$ cat src/design/srsg_pkg.sv
// Shared types and constants for the SMA crossover / RSI signal generator.
// Used by every module of the block; no dependencies of its own.
package srsg_pkg;

  // Default ring depth
  localparam int WINDOW_DEF = 256;

  // Ring taps read per request and the length of the tap cell chain
  localparam int NTAP  = 4;
  localparam int NCELL = NTAP + 1;

  // Slot of each tap in the record once it leaves the chain
  localparam int TAP_R  = 0;  // price one RSI window back
  localparam int TAP_R1 = 1;  // price one RSI window plus one back
  localparam int TAP_L  = 2;  // price long_period back
  localparam int TAP_S  = 3;  // price short_period back

  // Depth of the result queue, also the bound on requests in flight
  localparam int OUT_DEPTH = 4;

  // Configuration port
  localparam int CFG_AW = 3;
  localparam int CFG_DW = 17;

  typedef enum logic [CFG_AW-1:0] {
    REG_SHORT      = 3'd0,
    REG_LONG       = 3'd1,
    REG_RSI        = 3'd2,
    REG_OVERSOLD   = 3'd3,
    REG_OVERBOUGHT = 3'd4,
    REG_WEIGHT     = 3'd5
  } reg_idx_e;

  // Register reset values
  localparam logic [7:0]  SHORT_RST = 8'd10;
  localparam logic [7:0]  LONG_RST  = 8'd30;
  localparam logic [7:0]  RSI_RST   = 8'd14;
  localparam logic [6:0]  OS_RST    = 7'd30;
  localparam logic [6:0]  OB_RST    = 7'd70;
  localparam logic [16:0] W_RST     = 17'd0;

  // Weight of 1.0 in Q1.16
  localparam logic [16:0] W_ONE = 17'd65536;

  // RSI values used when the window is short or has no losses
  localparam logic [6:0] RSI_MID = 7'd50;
  localparam logic [6:0] RSI_TOP = 7'd100;

  // Saturation of the seen-price counter
  localparam logic [8:0] SEEN_MAX = 9'd511;

  typedef enum logic [1:0] {
    SIG_HOLD = 2'd0,
    SIG_BUY  = 2'd1,
    SIG_SELL = 2'd2
  } sig_e;

  // One request as it travels through the tap cells
  typedef struct packed {
    logic [31:0]            price;
    logic signed [15:0]     pred;
    logic [31:0]            prev;
    logic [8:0]             n;
    logic [NTAP-1:0][31:0]  taps;
  } item_t;

  // Effective configuration after clamping
  typedef struct packed {
    logic [7:0]  s_eff;
    logic [7:0]  l_eff;
    logic [7:0]  r_eff;
    logic [6:0]  os;
    logic [6:0]  ob;
    logic [16:0] w_eff;
  } cfg_t;

endpackage

$ cat src/design/srsg_tap_cell.sv
// One cell of the tap chain: registers a request, issues its ring read
// and shifts in the tap read by the cell before it. Uses srsg_pkg.
module srsg_tap_cell #(
  parameter int WINDOW = srsg_pkg::WINDOW_DEF
) (
  input  logic                      clk_i,
  input  logic                      rst_ni,
  input  logic                      v_i,
  input  srsg_pkg::item_t           rec_i,
  input  logic [$clog2(WINDOW)-1:0] wp_i,
  input  logic [7:0]                back_i,
  input  logic                      tap_en_i,
  input  logic [31:0]               rd_data_i,
  input  logic                      req_v_i,
  input  logic [$clog2(WINDOW)-1:0] req_addr_i,
  output logic                      v_o,
  output srsg_pkg::item_t           rec_o,
  output logic [$clog2(WINDOW)-1:0] wp_o,
  output logic                      req_v_o,
  output logic [$clog2(WINDOW)-1:0] req_addr_o
);

  localparam int AW = $clog2(WINDOW);
  localparam int CW = ((AW > 8) ? AW : 8) + 1;
  localparam logic [CW-1:0] WIN_C = CW'(WINDOW);

  logic            v_q;
  srsg_pkg::item_t rec_q;
  logic [AW-1:0]   wp_q;
  logic [CW-1:0]   wp_ext;
  logic [CW-1:0]   bk_ext;
  logic [CW-1:0]   addr_full;
  srsg_pkg::item_t rec_d;

  // Ring slot of the tap: write pointer minus distance, wrapped at WINDOW
  always_comb begin
    wp_ext = CW'(wp_i);
    bk_ext = CW'(back_i);
    if (wp_ext >= bk_ext) begin
      addr_full = wp_ext - bk_ext;
    end else begin
      addr_full = wp_ext + WIN_C - bk_ext;
    end
  end

  // Claim the read port on load, else pass the neighbor's request along
  assign req_v_o    = (v_i && tap_en_i) ? 1'b1 : req_v_i;
  assign req_addr_o = (v_i && tap_en_i) ? addr_full[AW-1:0] : req_addr_i;

  // Shift the tap of the previous cell into the record
  always_comb begin
    rec_d      = rec_i;
    rec_d.taps = {rec_i.taps[srsg_pkg::NTAP-2:0], rd_data_i};
  end

  always_ff @(posedge clk_i or negedge rst_ni) begin
    if (!rst_ni) begin
      v_q <= 1'b0;
    end else begin
      v_q <= v_i;
    end
  end

  always_ff @(posedge clk_i) begin
    if (v_i) begin
      rec_q <= rec_d;
      wp_q  <= wp_i;
    end
  end

  assign v_o   = v_q;
  assign rec_o = rec_q;
  assign wp_o  = wp_q;

endmodule

$ cat config.mk
export PLATFORM = sky130hd
export DESIGN_NAME = srsg_tap_cell
export DESIGN_NICKNAME = d
export VERILOG_FILES = /design/src/design/srsg_pkg.sv /design/src/design/srsg_tap_cell.sv
export SDC_FILE = /design/constraint.sdc
export NUM_CORES = 1
export LEC_CHECK = 0
export BUFFER_PORTS_ARGS = -buffer_cell sky130_fd_sc_hd__buf_2
export CAP_MARGIN = 10
export CORE_AREA = 8 8 193 195
export CTS_CLUSTER_DIAMETER = 60
export CTS_CLUSTER_SIZE = 10
export DETAILED_ROUTE_END_ITERATION = 8
export DIE_AREA = 0 0 201 203
export SKIP_LAST_GASP = 1
export SLEW_MARGIN = 25
export SYNTH_ARGS = -nofsm -noshare
export SYNTH_HDL_FRONTEND = slang
export SYNTH_SLANG_ARGS = --single-unit
$ cat constraint.sdc
create_clock -name clk_i -period 2 [get_ports clk_i]
set_input_delay 0 -clock clk_i [delete_from_list [all_inputs] [get_ports clk_i]]
set_output_delay 0 -clock clk_i [all_outputs]
set_load 0.1 [all_outputs]
==> results.py, run 1 <==
metrics = {
    "global_routing": {
        "overflow": 0,
        "grtUsageTotal": 0.134,
        "antenna_found_initial": 2,
        "grt_pass1_wl_mm": 42.0,
        "grt_pass1_vias": 6711,
        "grt_start_max_net_pins": 124,
    },
    "clock_tree": {
        "cts_made_buffers": 31,
        "cts_sinks": 226,
        "cts_setup_buffers": 0,
        "cts_root_buf": "clkbuf_16",
        "clkTransAtPathRegs_ps": 60,
        "clockBufferDepth": 3,
        "htreeDepth": 1,
        "cts_tree": "built",
    },
    "die": {
        "die-area_um2": 40800,
        "dieWidth_um": 201,
        "io_pins": 513,
        "start_util": 0.213,
        "die_h_um": 203,
        "design.core.area_um2": 34100,
        "num_rows": 68,
    },
    "synthesis": {
        "yosysTopAreaCell": "edfxtp_1",
        "synth_area_um2": 7270,
        "yosysMostFrequentCell": "edfxtp_1",
        "syn_avg_cell_area_um2": 24.6,
        "yosys-top-cells-count": "225 x edfxtp_1, 8 x inv_1, 7 x ha_1, 6 x nand2_1, 6 x o21ai_0",
        "synth_warnings": 0,
        "synth_edf_count": 225,
        "synth_fp_nets": 582,
        "syn_inst": 296,
        "async_flop_share": 0.00442,
        "synth-main-ff-cell": "edfxtp_1",
        "netlist.area_leader.share": 0.929,
        "ys_seq_area_frac": 0.933,
        "ys_top_cells_by_area": "edfxtp_1 93%, ha_1 1.2%, o21ai_0 0.41%",
        "netlist-cell-type-count": 34,
        "ys_seq_elements": 226,
    },
    "placement": {
        "gp_congestion": 0.773,
        "dp.final_hpwl_mm": 21.1,
        "place.port_buffers": 480,
    },
    "worst_setup_path": {
        "cp.arrival_ps": 1920,
        "cp.required_ps": 2000,
        "crit_chain": "dlygate4sd3_1 -> buf_8 -> nand2_2 -> or2_2 -> a2111o_1 -> o211ai_1 -> clkbuf_16",
        "slowest_delay_ps": 570,
        "crit_slowest_cell": "dlygate4sd3_1",
        "path_max_fanout": 7,
        "cp-start-kind": "primary input",
        "endpoint_kind": "primary output",
        "critPathKind": "in2out",
    },
    "drt": {
        "vias_per_cell": 3.90,
        "top_layer": "met5",
        "wirelength_mm": 29.2,
        "drcViolationCount": 0,
        "wl_met3_mm": 2.91,
        "drt_iter0_drc": 206,
        "avgRoutedWirePerCell_um": 19.3,
        "dr.pass1.iters": 4,
        "drt-met1-wl_mm": 10.3,
        "met2_length_mm": 15.1,
        "drtAntennaViolNets": 0,
        "vias": 5897,
    },
    "sta": {
        "timing.fmax_mhz": 520,
        "slew_viol_final": 0,
        "fin_worst_hold_slack_ps": 162,
        "final.min_clock_period_ps": 1920,
        "setup_viol": 0,
        "rsz0062_at_grt": "false",
        "max_slew_margin": 0.498,
        "tightest_slew_ps": 753,
        "post-route-period-util": 0.962,
        "hold_violations": 0,
    },
    "power": {
        "power_uw": 14900,
        "p_leak_uw": 0.00581,
        "ir_worst_vdd_v": 0.000621,
        "power_density_nw_per_um2": 1090,
    },
    "finish": {
        "area_growth_pct": 88.7,
        "ff_latch_area_um2": 6780,
        "nNetsFinal": 1325,
        "fillers": 3121,
        "drive_above_1_share": 0.510,
        "multi_input_area_um2": 510,
    },
    "status": {
        "status": "finished, final reports clean",
    },
    "hold_path": {
        "hp-class": "in2reg",
    },
    "flow_run": {
        "drv_cap": 0,
    },
}
power breakdown:
part	total (uW)	internal (uW)	switching [uW]
sequential	5730	5630	100
combinational	4200	842	3360
clock	4970	2990	1980
final timing paths:
path                       cells after the start  slack [ps]                 end    startpoint
worst min-delay path                           2         160  rec_o[9]$_DFFE_PP_  rd_data_i[9]
max in group asynchronous                      3        1610       v_o$_DFF_PN0_        rst_ni
worst max-delay path                           7          80       req_addr_o[7]           v_i
min in group asynchronous                      3         280       v_o$_DFF_PN0_        rst_ni
per-stage QoR:
stage          instances  utilization  setup TNS [ps]  setup WS, ps  instance area, um^2
4_1_cts             1512        0.402               0          37.5                13700
6_report            1513        0.402               0          76.2                13700
5_1_grt             1513        0.402               0          33.4                13700
3_5_place_dp        1233        0.308               0           195                10500
2_1_floorplan        296            -            -232          -130                 7340
3_3_place_gp        1233        0.308               0           200                10500
cells by family after synthesis:
family          share of synthesized area
simple gates                       0.0237
flops                               0.933
compound gates                     0.0210
fa+ha+maj                          0.0148
xor+xnor                          0.00241
buf+inv                           0.00533
sequential cells by signal, indices dropped and copies added, names as in the netlist:
name   count
v_o        1
wp_o       8
rec_o    217
layout make-up:
class	count	area share
Sequential cell	226	0.494
Timing Repair Buffer	712	0.357
Clock buffer	40	0.0597
Tap cell	455	0.0415
Multi-Input combinational cell	60	0.0372
Clock inverter	11	0.00702
Inverter	8	0.00328
Antenna cell	1	0.000182
layout by cell type, fill, tap and decap left out, types with 2 or more instances in the layout:
| cell | instances |
|---|---|
| buf_2 | 470 |
| dlygate4sd3_1 | 228 |
| edfxtp_1 | 225 |
| clkbuf_16 | 32 |
| buf_12 | 10 |
| clkbuf_1 | 8 |
| inv_1 | 5 |
| nand2_1 | 5 |
| nor3b_1 | 4 |
| ha_1 | 4 |
| o21a_1 | 3 |
| o21ai_0 | 3 |
| a211oi_1 | 3 |
| ha_4 | 3 |
| inv_6 | 3 |
| clkinv_2 | 3 |
| nor2b_4 | 2 |
| o31a_1 | 2 |
| or4_1 | 2 |
| nand3_1 | 2 |
| nand2b_1 | 2 |
| nor3_1 | 2 |
| xor2_1 | 2 |
| o21ai_2 | 2 |
| a21oi_1 | 2 |
| clkinv_1 | 2 |
| clkinv_4 | 2 |
worst max-delay path, delay by kind of cell:
family / cells / cell delay (ps)
AO/OA/AOI/OAI: 2 / 530
buffers and inverters: 3 / 970
AND/OR/NAND/NOR: 2 / 420
per-layer routing:
| layer | up-vias | GRT usage |
|---|---|---|
| li1 | 2680 | - |
| met1 | 2800 | 0.134 |
| met2 | 360 | 0.249 |
| met3 | 55 | 0.0542 |
| met4 | 2 | 0.0457 |
| met5 | - | 0 |
what timing repair did:
item	CTS	global route
hold buffers	228	0
endpoints found under the setup margin	0	2
endpoints found under the hold margin	293	0
gates resized for setup	0	3
Power figures use the tool's default switching activity.
==> run 2: changes to the inputs <==
Settings changed: CORE_AREA 8 8 193 195 to 2 2 198 200, DIE_AREA 0 0 201 203 to 0 0 200 202.
==> results.py, run 2 (synthesis gave the netlist of run 1 again) <==
metrics = {
    "status": {
        "status": "finished, final reports clean",
    },
    "die": {
        "io_pins": 513,
        "start_util": 0.190,
        "die_h_um": 202,
        "dieWidth_um": 200,
        "num_rows": 72,
        "die-area_um2": 40400,
        "design.core.area_um2": 38300,
    },
    "sta": {
        "timing.fmax_mhz": 532,
        "final.min_clock_period_ps": 1880,
        "setup_tns_ps": 0,
        "slew_viol_final": 0,
        "fin_worst_hold_slack_ps": 187,
        "post-route-period-util": 0.940,
        "setup_viol": 0,
        "max_slew_margin": 0.629,
        "hold_violations": 0,
        "tightest_slew_ps": 560,
        "rsz0062_at_grt": "false",
    },
    "finish": {
        "multi_input_area_um2": 508,
        "area_growth_pct": 91.4,
        "layout.cells.non_filler": 1576,
        "nNetsFinal": 1330,
        "fillers": 3550,
        "final_common_cell": "buf_2",
        "drive_above_1_share": 0.516,
        "final_cell_mix": "470 x buf_2, 228 x dlygate4sd3_1, 225 x edfxtp_1",
        "largest_reg_flops": 217,
        "ff_latch_area_um2": 6780,
    },
    "worst_setup_path": {
        "cp-start-kind": "primary input",
        "cp.required_ps": 2000,
        "path_max_fanout": 4,
        "critPathKind": "in2out",
        "endpoint_kind": "primary output",
        "cp.arrival_ps": 1880,
    },
    "global_routing": {
        "overflow": 0,
        "grtUsageTotal": 0.121,
        "grt_pass1_wl_mm": 36.1,
        "grt_start_max_net_pins": 88,
        "grt_pass1_vias": 6381,
        "antenna_found_initial": 1,
    },
    "power": {
        "p_leak_uw": 0.00587,
        "power_density_nw_per_um2": 1110,
        "power_uw": 15400,
        "ir_worst_vdd_v": 0.000648,
    },
    "drt": {
        "drcViolationCount": 0,
        "avgRoutedWirePerCell_um": 16.3,
        "drt_iter0_drc": 259,
        "vias": 5849,
        "dr.pass1.iters": 4,
        "wirelength_mm": 25.6,
        "vias_per_cell": 3.71,
        "drtAntennaViolNets": 0,
    },
    "placement": {
        "dp.final_hpwl_mm": 17.3,
        "place.port_buffers": 480,
        "gp_congestion": 0.830,
        "place_inst": 1298,
    },
    "clock_tree": {
        "postCtsHoldBufs": 228,
        "cts_tree": "built",
        "cts_sinks": 226,
        "cts_setup_buffers": 0,
        "cts-resized-gates": 0,
        "clockBufferDepth": 3,
        "clkTransAtPathRegs_ps": 50,
        "cts_made_buffers": 34,
        "htreeDepth": 2,
        "cts_root_buf": "clkbuf_16",
    },
    "flow_run": {
        "drv_cap": 0,
    },
    "hold_path": {
        "hp-class": "in2reg",
    },
}
## run 2: metal layers
layer | vias to the layer above | part of all wire | GRT usage
met2 | 331 | 0.51 | 0.219
li1 | 2687 | - | -
met3 | 51 | 0.096 | 0.0474
met1 | 2778 | 0.36 | 0.125
met5 | - | 0.00043 | 0
met4 | 2 | 0.030 | 0.0455
## run 2: worst paths after layout
| check | from | end | slack (ps) | cells past startpoint |
|---|---|---|---|---|
| min in group asynchronous | rst_ni | v_o$_DFF_PN0_ | 360 | 3 |
| max | wp_i[7] | req_addr_o[7] | 120 | 7 |
| min | rec_i[141] | rec_o[141]$_DFFE_PP_ | 190 | 2 |
| max in group asynchronous | rst_ni | v_o$_DFF_PN0_ | 1550 | 3 |
## run 2: worst max-delay path, stage by stage
cell	delay [ps]
dlygate4sd3_1	530
buf_2	130
xor2_1	170
or2_2	290
a2111o_1	370
o211ai_1	170
buf_12	220
## run 2: power breakdown
| group | leakage (uW) | internal [uW] | switching, uW |
|---|---|---|---|
| clock | 0.000498 | 3430 | 2080 |
| combinational | 0.00316 | 845 | 3320 |
| sequential | 0.00221 | 5640 | 109 |
## run 2: layout make-up
| type | instances | share of cell area |
|---|---|---|
| Timing Repair Buffer | 714 | 0.353 |
| Sequential cell | 226 | 0.487 |
| Clock inverter | 11 | 0.00962 |
| Antenna cell | 1 | 0.000180 |
| Multi-Input combinational cell | 60 | 0.0365 |
| Clock buffer | 38 | 0.0637 |
| Tap cell | 518 | 0.0466 |
| Inverter | 8 | 0.00324 |
## run 2: through the flow
stage	util	worst slack (ps)	area, um^2
CTS	0.363	125	13900
global placement	0.277	188	10600
detailed placement	0.277	181	10600
finish	0.364	120	13900
floorplan	-	-130	7340
global route	0.363	52.9	13900
